File: src/rtl/core/itcm_pkg.sv
package itcm_pkg;

    // Frame store and timer sizing
    localparam int BUFFER_SIZE    = 64;
    localparam int MAX_CMD_LEN    = 7;
    localparam int NUM_COMMANDS   = 5;
    localparam int TIMER_W        = 16;

    localparam int COUNT_W        = $clog2(BUFFER_SIZE);
    localparam int BYTE_IDX_W     = (MAX_CMD_LEN > 1) ? $clog2(MAX_CMD_LEN) : 1;
    localparam int STORE_LIMIT    = BUFFER_SIZE - 1;

    // Field and register widths
    localparam int BYTE_W         = 8;
    localparam int IDLE_LIMIT_W   = 16;
    localparam int CMD_COUNT_W    = 3;
    localparam int CMD_WORD_W     = 59;
    localparam int CMD_LEN_LSB    = 56;
    localparam int CMD_LEN_W      = 3;
    localparam int CMD_IDX_W      = 3;
    localparam int FRAME_LEN_W    = 6;
    localparam int CFG_IDX_W      = 3;
    localparam int OUT_TDATA_W    = 16;

    // Queue between frame collector and matcher
    localparam int QUEUE_DEPTH    = 2;
    localparam int QUEUE_PTR_W    = $clog2(QUEUE_DEPTH);
    localparam int QUEUE_CNT_W    = $clog2(QUEUE_DEPTH + 1);

    // Reset values of the configuration registers
    localparam logic [IDLE_LIMIT_W-1:0] IDLE_LIMIT_RST = IDLE_LIMIT_W'(170);
    localparam logic [CMD_COUNT_W-1:0]  CMD_COUNT_RST  = CMD_COUNT_W'(5);
    localparam logic [CMD_WORD_W-1:0]   CMD_WORD_0_RST = 59'd288230376980376931;
    localparam logic [CMD_WORD_W-1:0]   CMD_WORD_1_RST = 59'd288230376997154147;
    localparam logic [CMD_WORD_W-1:0]   CMD_WORD_2_RST = 59'd288230377013931363;
    localparam logic [CMD_WORD_W-1:0]   CMD_WORD_3_RST = 59'd288230378037863784;
    localparam logic [CMD_WORD_W-1:0]   CMD_WORD_4_RST = 59'd288230377296841817;

    // Configuration register indexes
    typedef enum logic [CFG_IDX_W-1:0] {
        REG_IDLE_LIMIT    = 3'd0,
        REG_COMMAND_COUNT = 3'd1,
        REG_COMMAND_WORD0 = 3'd2,
        REG_COMMAND_WORD1 = 3'd3,
        REG_COMMAND_WORD2 = 3'd4,
        REG_COMMAND_WORD3 = 3'd5,
        REG_COMMAND_WORD4 = 3'd6
    } t_reg_idx;

    // Input item kinds (carried on tuser)
    localparam logic MODE_BYTE = 1'b0;
    localparam logic MODE_TICK = 1'b1;

    typedef logic [NUM_COMMANDS-1:0][CMD_WORD_W-1:0] t_cmd_words;

    // One ended frame as handed from collector to matcher
    typedef struct packed {
        logic [MAX_CMD_LEN-1:0][BYTE_W-1:0] bytes;
        logic [COUNT_W-1:0]                 count;
    } t_frame_rec;

    // Queue status seen by collector and matcher
    typedef struct packed {
        logic empty;
        logic full;
    } t_queue_status;

endpackage

File: src/rtl/core/itcm_front.sv
module itcm_front (
    input  logic                                  i_clk,
    input  logic                                  i_rst_n,
    input  logic                                  i_fire,
    input  logic                                  i_mode,
    input  logic [itcm_pkg::BYTE_W-1:0]           i_rx_byte,
    input  logic [itcm_pkg::IDLE_LIMIT_W-1:0]     i_idle_limit,
    output logic                                  o_push,
    output itcm_pkg::t_frame_rec                  o_rec
);

    logic [itcm_pkg::MAX_CMD_LEN-1:0][itcm_pkg::BYTE_W-1:0] r_bytes, n_bytes;
    logic [itcm_pkg::COUNT_W-1:0]  r_count, n_count;
    logic                          r_pending, n_pending;
    logic [itcm_pkg::TIMER_W-1:0]  r_timer, n_timer;
    logic [itcm_pkg::TIMER_W-1:0]  timer_inc;
    logic                          frame_end;

    assign timer_inc = (r_timer == '1) ? r_timer : r_timer + 1'b1;
    assign frame_end = i_fire && (i_mode == itcm_pkg::MODE_TICK) && r_pending &&
                       (32'(timer_inc) > 32'(i_idle_limit));

    always_comb begin
        n_bytes   = r_bytes;
        n_count   = r_count;
        n_pending = r_pending;
        n_timer   = r_timer;
        if (i_fire) begin
            if (i_mode == itcm_pkg::MODE_BYTE) begin
                if (r_count < itcm_pkg::COUNT_W'(itcm_pkg::STORE_LIMIT)) begin
                    if (r_count < itcm_pkg::COUNT_W'(itcm_pkg::MAX_CMD_LEN)) begin
                        n_bytes[r_count[itcm_pkg::BYTE_IDX_W-1:0]] = i_rx_byte;
                    end
                    n_count   = r_count + 1'b1;
                    n_pending = 1'b1;
                    n_timer   = '0;
                end
            end else begin
                n_timer = timer_inc;
                // timer keeps running across the frame end
                if (frame_end) begin
                    n_bytes   = '0;
                    n_count   = '0;
                    n_pending = 1'b0;
                end
            end
        end
    end

    always_ff @(posedge i_clk) begin
        if (!i_rst_n) begin
            r_bytes   <= '0;
            r_count   <= '0;
            r_pending <= 1'b0;
            r_timer   <= '0;
        end else begin
            r_bytes   <= n_bytes;
            r_count   <= n_count;
            r_pending <= n_pending;
            r_timer   <= n_timer;
        end
    end

    assign o_push      = frame_end;
    assign o_rec.bytes = r_bytes;
    assign o_rec.count = r_count;

`ifndef NO_ASSERTIONS
    a_pending_tracks_count: assert property (@(posedge i_clk) disable iff (!i_rst_n)
        r_pending == (r_count != '0))
        else $error("pending flag out of step with byte count");
    a_count_bounded: assert property (@(posedge i_clk) disable iff (!i_rst_n)
        r_count <= itcm_pkg::COUNT_W'(itcm_pkg::STORE_LIMIT))
        else $error("byte count past store limit");
`endif

endmodule

File: src/rtl/core/itcm_queue.sv
module itcm_queue (
    input  logic                    i_clk,
    input  logic                    i_rst_n,
    input  logic                    i_push,
    input  itcm_pkg::t_frame_rec    i_rec,
    input  logic                    i_pop,
    output itcm_pkg::t_frame_rec    o_rec,
    output itcm_pkg::t_queue_status o_status
);

    itcm_pkg::t_frame_rec r_mem [itcm_pkg::QUEUE_DEPTH];
    logic [itcm_pkg::QUEUE_PTR_W-1:0] r_wr_ptr, n_wr_ptr;
    logic [itcm_pkg::QUEUE_PTR_W-1:0] r_rd_ptr, n_rd_ptr;
    logic [itcm_pkg::QUEUE_CNT_W-1:0] r_cnt, n_cnt;

    always_comb begin
        n_wr_ptr = r_wr_ptr;
        n_rd_ptr = r_rd_ptr;
        n_cnt    = r_cnt;
        if (i_push) begin
            n_wr_ptr = (r_wr_ptr == itcm_pkg::QUEUE_PTR_W'(itcm_pkg::QUEUE_DEPTH - 1)) ?
                       '0 : r_wr_ptr + 1'b1;
        end
        if (i_pop) begin
            n_rd_ptr = (r_rd_ptr == itcm_pkg::QUEUE_PTR_W'(itcm_pkg::QUEUE_DEPTH - 1)) ?
                       '0 : r_rd_ptr + 1'b1;
        end
        if (i_push && !i_pop) begin
            n_cnt = r_cnt + 1'b1;
        end else if (i_pop && !i_push) begin
            n_cnt = r_cnt - 1'b1;
        end
    end

    always_ff @(posedge i_clk) begin
        if (!i_rst_n) begin
            r_wr_ptr <= '0;
            r_rd_ptr <= '0;
            r_cnt    <= '0;
        end else begin
            r_wr_ptr <= n_wr_ptr;
            r_rd_ptr <= n_rd_ptr;
            r_cnt    <= n_cnt;
        end
    end

    always_ff @(posedge i_clk) begin
        if (i_push) begin
            r_mem[r_wr_ptr] <= i_rec;
        end
    end

    assign o_rec          = r_mem[r_rd_ptr];
    assign o_status.empty = (r_cnt == '0);
    assign o_status.full  = (r_cnt == itcm_pkg::QUEUE_CNT_W'(itcm_pkg::QUEUE_DEPTH));

`ifndef NO_ASSERTIONS
    a_no_push_when_full: assert property (@(posedge i_clk) disable iff (!i_rst_n)
        !(i_push && o_status.full))
        else $error("frame pushed into full queue");
    a_no_pop_when_empty: assert property (@(posedge i_clk) disable iff (!i_rst_n)
        !(i_pop && o_status.empty))
        else $error("frame popped from empty queue");
`endif

endmodule

File: src/rtl/core/itcm_back.sv
module itcm_back (
    input  logic                                  i_clk,
    input  logic                                  i_rst_n,
    input  itcm_pkg::t_frame_rec                  i_rec,
    input  itcm_pkg::t_queue_status               i_status,
    output logic                                  o_pop,
    input  logic [itcm_pkg::CMD_COUNT_W-1:0]      i_cmd_count,
    input  itcm_pkg::t_cmd_words                  i_cmd_words,
    output logic                                  o_valid,
    input  logic                                  i_ready,
    output logic                                  o_matched,
    output logic [itcm_pkg::CMD_IDX_W-1:0]        o_cmd_index,
    output logic [itcm_pkg::FRAME_LEN_W-1:0]      o_frame_length
);

    logic [itcm_pkg::NUM_COMMANDS-1:0] cmd_hit;
    logic                              hit;
    logic [itcm_pkg::CMD_IDX_W-1:0]    hit_index;
    logic                              load;

    logic                               r_valid, n_valid;
    logic                               r_matched;
    logic [itcm_pkg::CMD_IDX_W-1:0]     r_index;
    logic [itcm_pkg::FRAME_LEN_W-1:0]   r_length;

    // Compare the head frame against every table entry in parallel
    always_comb begin
        logic [itcm_pkg::CMD_LEN_W-1:0] len;
        logic                           eq;
        for (int i = 0; i < itcm_pkg::NUM_COMMANDS; i++) begin
            len = i_cmd_words[i][itcm_pkg::CMD_LEN_LSB +: itcm_pkg::CMD_LEN_W];
            eq  = 1'b1;
            for (int k = 0; k < itcm_pkg::MAX_CMD_LEN; k++) begin
                if (k < int'(len) &&
                    i_rec.bytes[k] != i_cmd_words[i][k*itcm_pkg::BYTE_W +: itcm_pkg::BYTE_W]) begin
                    eq = 1'b0;
                end
            end
            cmd_hit[i] = (i < int'(i_cmd_count)) && (len != '0) &&
                         (int'(len) <= itcm_pkg::MAX_CMD_LEN) &&
                         (int'(len) == int'(i_rec.count)) && eq;
        end
    end

    // Lowest matching index wins
    always_comb begin
        hit       = 1'b0;
        hit_index = '0;
        for (int i = itcm_pkg::NUM_COMMANDS - 1; i >= 0; i--) begin
            if (cmd_hit[i]) begin
                hit       = 1'b1;
                hit_index = itcm_pkg::CMD_IDX_W'(i);
            end
        end
    end

    assign load = !i_status.empty && (!r_valid || i_ready);

    always_comb begin
        n_valid = r_valid;
        if (load) begin
            n_valid = 1'b1;
        end else if (i_ready) begin
            n_valid = 1'b0;
        end
    end

    always_ff @(posedge i_clk) begin
        if (!i_rst_n) begin
            r_valid <= 1'b0;
        end else begin
            r_valid <= n_valid;
        end
    end

    always_ff @(posedge i_clk) begin
        if (load) begin
            r_matched <= hit;
            r_index   <= hit_index;
            r_length  <= itcm_pkg::FRAME_LEN_W'(i_rec.count);
        end
    end

    assign o_pop          = load;
    assign o_valid        = r_valid;
    assign o_matched      = r_matched;
    assign o_cmd_index    = r_index;
    assign o_frame_length = r_length;

`ifndef NO_ASSERTIONS
    a_index_zero_on_miss: assert property (@(posedge i_clk) disable iff (!i_rst_n)
        (r_valid && !r_matched) |-> (r_index == '0))
        else $error("nonzero command index without a match");
    a_length_nonzero: assert property (@(posedge i_clk) disable iff (!i_rst_n)
        r_valid |-> (r_length != '0))
        else $error("ended frame reported with no bytes");
`endif

endmodule

File: src/rtl/core/idle_timeout_command_matcher.sv
// Idle-timeout command matcher. Each input beat is either a received byte
// (tuser = 0) or a one-microsecond tick (tuser = 1). Bytes collect into a
// frame (up to BUFFER_SIZE-1 counted, the first seven kept for comparison)
// and each stored byte restarts a saturating 16-bit idle timer; a byte that
// arrives with the store full is dropped. A tick that takes the timer past
// idle_limit while a frame is held ends the frame: the frame is compared with
// the first command_count table entries and one output beat carries the match
// flag, the lowest matching index (zero on a miss) and the frame length. The
// input side takes one beat per clock while s_axis_tready is high. An ended
// frame passes through a two-entry queue and then the output register before
// its result beat is offered. s_axis_tready falls only while both queue
// entries hold frames whose results the downstream has not yet taken.
// Configuration writes are always taken (o_cfg_ready stays high) and must be
// issued only while the block has no frame in flight.
module idle_timeout_command_matcher (
    input  logic                                i_clk,
    input  logic                                i_rst_n,
    // input stream
    input  logic                                s_axis_tvalid,
    output logic                                s_axis_tready,
    input  logic [7:0]                          s_axis_tdata,  // [7:0] rx_byte
    input  logic                                s_axis_tuser,  // [0] mode
    // result stream
    output logic                                m_axis_tvalid,
    input  logic                                m_axis_tready,
    // [0] matched, [3:1] command_index, [9:4] frame_length, [15:10] zero
    output logic [itcm_pkg::OUT_TDATA_W-1:0]    m_axis_tdata,
    // configuration write channel
    input  logic                                i_cfg_valid,
    output logic                                o_cfg_ready,
    input  logic [itcm_pkg::CFG_IDX_W-1:0]      i_cfg_index,
    input  logic [itcm_pkg::CMD_WORD_W-1:0]     i_cfg_data
);

    // Configuration registers
    logic [itcm_pkg::IDLE_LIMIT_W-1:0] r_idle_limit;
    logic [itcm_pkg::CMD_COUNT_W-1:0]  r_cmd_count;
    itcm_pkg::t_cmd_words              r_cmd_words;

    logic                    in_fire;
    logic                    push;
    logic                    pop;
    itcm_pkg::t_frame_rec    front_rec;
    itcm_pkg::t_frame_rec    head_rec;
    itcm_pkg::t_queue_status q_status;

    logic                                matched;
    logic [itcm_pkg::CMD_IDX_W-1:0]      cmd_index;
    logic [itcm_pkg::FRAME_LEN_W-1:0]    frame_length;

    assign o_cfg_ready = 1'b1;

    // Register writes; index past the table is ignored
    always_ff @(posedge i_clk) begin
        if (!i_rst_n) begin
            r_idle_limit   <= itcm_pkg::IDLE_LIMIT_RST;
            r_cmd_count    <= itcm_pkg::CMD_COUNT_RST;
            r_cmd_words[0] <= itcm_pkg::CMD_WORD_0_RST;
            r_cmd_words[1] <= itcm_pkg::CMD_WORD_1_RST;
            r_cmd_words[2] <= itcm_pkg::CMD_WORD_2_RST;
            r_cmd_words[3] <= itcm_pkg::CMD_WORD_3_RST;
            r_cmd_words[4] <= itcm_pkg::CMD_WORD_4_RST;
        end else if (i_cfg_valid && o_cfg_ready) begin
            case (i_cfg_index)
                itcm_pkg::REG_IDLE_LIMIT: begin
                    r_idle_limit <= i_cfg_data[itcm_pkg::IDLE_LIMIT_W-1:0];
                end
                itcm_pkg::REG_COMMAND_COUNT: begin
                    r_cmd_count <= i_cfg_data[itcm_pkg::CMD_COUNT_W-1:0];
                end
                itcm_pkg::REG_COMMAND_WORD0: r_cmd_words[0] <= i_cfg_data;
                itcm_pkg::REG_COMMAND_WORD1: r_cmd_words[1] <= i_cfg_data;
                itcm_pkg::REG_COMMAND_WORD2: r_cmd_words[2] <= i_cfg_data;
                itcm_pkg::REG_COMMAND_WORD3: r_cmd_words[3] <= i_cfg_data;
                itcm_pkg::REG_COMMAND_WORD4: r_cmd_words[4] <= i_cfg_data;
                default: begin
                end
            endcase
        end
    end

    // Hold off input only when an ended frame would find no queue slot
    assign s_axis_tready = !q_status.full;
    assign in_fire       = s_axis_tvalid && s_axis_tready;

    itcm_front u_front (
        .i_clk        (i_clk),
        .i_rst_n      (i_rst_n),
        .i_fire       (in_fire),
        .i_mode       (s_axis_tuser),
        .i_rx_byte    (s_axis_tdata),
        .i_idle_limit (r_idle_limit),
        .o_push       (push),
        .o_rec        (front_rec)
    );

    itcm_queue u_queue (
        .i_clk    (i_clk),
        .i_rst_n  (i_rst_n),
        .i_push   (push),
        .i_rec    (front_rec),
        .i_pop    (pop),
        .o_rec    (head_rec),
        .o_status (q_status)
    );

    itcm_back u_back (
        .i_clk          (i_clk),
        .i_rst_n        (i_rst_n),
        .i_rec          (head_rec),
        .i_status       (q_status),
        .o_pop          (pop),
        .i_cmd_count    (r_cmd_count),
        .i_cmd_words    (r_cmd_words),
        .o_valid        (m_axis_tvalid),
        .i_ready        (m_axis_tready),
        .o_matched      (matched),
        .o_cmd_index    (cmd_index),
        .o_frame_length (frame_length)
    );

    // Pack the result beat, lowest field first
    assign m_axis_tdata = {
        (itcm_pkg::OUT_TDATA_W - 1 - itcm_pkg::CMD_IDX_W - itcm_pkg::FRAME_LEN_W)'(0),
        frame_length,
        cmd_index,
        matched
    };

endmodule

File: config.mk
export PLATFORM = sky130hd
export DESIGN_NAME = idle_timeout_command_matcher
export DESIGN_NICKNAME = d
export VERILOG_FILES = /design/src/rtl/core/itcm_pkg.sv /design/src/rtl/core/itcm_front.sv /design/src/rtl/core/itcm_queue.sv /design/src/rtl/core/itcm_back.sv /design/src/rtl/core/idle_timeout_command_matcher.sv
export SDC_FILE = /design/constraint.sdc
export NUM_CORES = 1
export LEC_CHECK = 0
export BUFFER_PORTS_ARGS = -buffer_cell sky130_fd_sc_hd__buf_2
export CORE_AREA = 2 2 195 197
export CTS_BUF_LIST = sky130_fd_sc_hd__clkbuf_8 sky130_fd_sc_hd__clkbuf_16
export CTS_CLUSTER_SIZE = 24
export DETAILED_ROUTE_END_ITERATION = 10
export DIE_AREA = 0 0 197 199
export PLACE_DENSITY = 0.83
export SLEW_MARGIN = 20
export SYNTH_ARGS = -nofsm -noshare
export SYNTH_HDL_FRONTEND = slang
export SYNTH_SLANG_ARGS = --single-unit
export TNS_END_PERCENT = 1
File: constraint.sdc
create_clock -name i_clk -period 12.47 [get_ports i_clk]
set_input_delay 1.247 -clock i_clk [delete_from_list [all_inputs] [get_ports i_clk]]
set_output_delay 1.247 -clock i_clk [all_outputs]
set_load 0.05 [all_outputs]
==> results.md <==
* Worst hold start: u_front.o_rec[31]
* Max H-tree Level at 2
* DP Wirelength at 40400 um
* CP Class: reg2reg
* Synth Instances at 2481
* EDFF count, synth at 134
* Critical path arrival at 5.47 ns
* Worst-path fanout max at 33
* Starting density of the core at 64.4%
* Seq cells post-synth at 533
* Register area at 12000 um2
* Worst Setup End Kind: flop
* Asr flop ratio synth at 0%
* Max VDD drop at 173 uV
* Yosys cell types at 64
* Site Rows at 71
* Primary FF master, synth: dfxtp_1
* Fin worst setup slack at 7.24 ns
* Layout cells sized above 1 at 10.3%
* Antenna violations before repair at 1
* Antenna-violating nets left at 0
* Maxcap violations at 0
* Commonest cells post-synth: nand2_1 (660), dfxtp_1 (399), a21boi_0 (240)
* Fin Setup TNS at 0 ns
* Post-CTS Setup Bufs at 0
* CP Cell Sequence: and4_1 > nand4_1 > nor4_2 > nor2b_1 > and4_1 > xor2_1 > ha_1 > nand4_1 > nor2_1 > o21ai_0 > a311o_1 > nor2_4 > buf_4
* HP Class: reg2reg
* Leak Pwr at 0.00937 uW
* Seq/Total Area, Yosys at 50.2%
* Final period util at 41.9%
* Cts bufs inserted at 52
* RSZ-0062 raised after global routing: false
* Area share of the largest cell type after synthesis at 33.4%
* Slowest stage delay, CP at 0.75 ns
* Remaining global-route overflow at 0
* Filler cell count at 2596
* Outcome: finished, final reports clean
* Skew-Pair Late Insertion Delay at 0.60 ns
* Final setup viols at 0
* Clock skew at 0.0171 ns
* Main area contributors after synthesis: dfxtp_1 (33%), edfxtp_1 (17%), nand2_1 (10%)
* Total die area at 39200 um2
* TritonCTS Sinks at 533
* Cell with the most instances after synthesis: nand2_1
* Via count at 18300
* Routability Congestion at 0.927
* Rel. slew slack at 25.2%
* DR vias/cell at 6.07
* Slew @ Worst Pin at 1.12 ns
* Worst flop-to-flop path startpoint: u_front.r_timer[2]
* Reg clk slew, reported paths at 0.06 ns
* F_max at 191 MHz
* CTS tree: built
* Pre-CTS WS at 7.33 ns
* Nets at 2595
* # hold bufs at CTS at 0
* DRC at 0
* WL final at 61300 um
* Core box area at 37100 um2
* Clk buf depth at 3
* Largest net degree at the start of global routing at 128
* Vias in the first global route at 17500
* Hold path depth at 0
* Slew Limit Fails at 0
* IO Pins at 95
* DIE HEIGHT at 199 um
* Leading area contributor after synthesis: dfxtp_1
* FF-to-FF setup slack at 7.24 ns
* Gr usage total at 31.2%
* DR iter-0 viols at 1858
* Clk root buf: clkbuf_16
* Syn_area_per_cell at 9.63 um2
* First-pass GRT wire length at 95900 um
* Slowest CP cell: nor2_4
* Area grow syn2layout at 9.78%
* Die W at 197 um
* WP data required at 12.71 ns
* Post-Synthesis Cell Area at 23900 um2
* Critical path startpoint category: flop
* Power Density at 171 nW/um2
* Fin crit period at 5.23 ns
* I/O Buffers at 87
* FF-to-FF path depth at 13
* Area of the multi-input gates at 11200 um2
* CTS resizes at 0
* Hold endpoint: u_queue.r_mem[1][31]
* Synth warnings at 0
* Final Hold Viols at 0
* 1st-pass router iterations at 6
* Avg WL per Cell at 20.3 um
* R2R Path End: u_queue.r_mem[0][14]
[worst max path at each step]
| stage | from | endpoint |
|---|---|---|
| floorplan | u_front.r_timer[2] | u_queue.r_mem[0][0] |
| global placement | u_front.r_timer[2] | u_queue.r_mem[0][11] |
| detailed placement | u_front.r_timer[2] | u_queue.r_mem[0][10] |
| CTS | u_front.r_timer[2] | u_queue.r_mem[0][34] |
| global route | u_front.r_timer[2] | u_queue.r_mem[0][29] |
| finish | u_front.r_timer[2] | u_queue.r_mem[0][14] |
[cells in the final DEF (no fill, tap or decap), types with 12 or more instances in the layout]
cell	Yosys	final
ha_1	19	19
mux2i_2	34	34
nand3_1	93	90
nor2b_1	23	23
dfxtp_1	399	398
xor2_1	101	101
o21ai_0	16	16
inv_1	27	38
a21oi_1	48	48
nor3_1	18	16
nor2_1	36	31
buf_4	8	19
nand4_1	33	33
nand2_1	660	659
edfxtp_1	134	134
clkbuf_16	0	53
and2_1	12	12
nor4_1	46	46
buf_2	3	86
a21boi_0	240	240
mux2i_1	20	20
a22o_1	49	49
xnor2_1	203	203
[power breakdown]
part	leakage [uW]	internal (uW)	switching, uW
sequential	0.00453	1820	69.0
combinational	0.00399	398	621
clock	0.000859	893	682
[per-stage QoR]
step | utilization, % | cells | power (uW) | hold slack, ns | instance area, um2
floorplan | - | 2486 | 2680 | 0.426 | 23900
global placement | 66.0 | 2920 | 2910 | 0.440 | 24500
detailed placement | 66.0 | 2920 | 2930 | 0.444 | 24500
CTS | 70.7 | 3016 | 4490 | 0.463 | 26200
global route | 70.7 | 3016 | 4640 | 0.478 | 26200
finish | 70.7 | 3017 | 4490 | 0.468 | 26200
[state kept, by name, indices dropped and copies added, names as in the netlist, named ones only]
| signal | cells |
|---|---|
| r_cmd_count | 3 |
| r_cmd_words | 295 |
| r_idle_limit | 16 |
| u_back.o_cmd_index | 3 |
| u_back.o_frame_length | 6 |
| u_back.o_matched | 1 |
| u_back.o_valid | 1 |
| u_front.o_rec | 56 |
| u_front.r_count | 6 |
| u_front.r_pending | 1 |
| u_front.r_timer | 16 |
| u_queue.r_cnt | 2 |
| u_queue.r_mem | 124 |
| u_queue.r_rd_ptr | 1 |
| u_queue.r_wr_ptr | 1 |
[cell families after synthesis]
group	after synthesis	share of synthesized area, %
adder cells (fa/ha/maj)	19	0.995
XOR/XNOR	304	11.1
buffers and inverters	173	3.16
AND/OR/NAND/NOR	959	17.5
flip-flops	533	50.2
AO/OA/AOI/OAI	425	13.2
multiplexers	66	3.74
other	2	0.0314
[area by class of cell]
| type | instances | share of cell area, % |
|---|---|---|
| clock inverters | 41 | 1.40 |
| well taps | 474 | 2.26 |
| inverters | 27 | 0.386 |
| flip-flops and latches | 533 | 45.8 |
| diodes | 1 | 0.00954 |
| multi-input cells | 1780 | 42.8 |
| clock buffers | 55 | 5.16 |
| repair buffers | 106 | 2.24 |
[layer usage]
| metal | global-route usage, % | wire length (um) |
|---|---|---|
| met1 | 41.7 | 25300 |
| met2 | 50.6 | 28400 |
| met3 | 5.00 | 5320 |
| met4 | 13.4 | 2370 |
| met5 | 0 | 8 |
[critical path, delay by kind of cell (launching register included)]
family,cells,cell delay (ns)
simple gates,8,2.82
buf+inv,1,0.55
compound gates,2,0.54
flops,1,0.48
fa+ha+maj,1,0.27
xor+xnor,1,0.15
Power figures use the tool's default switching activity.
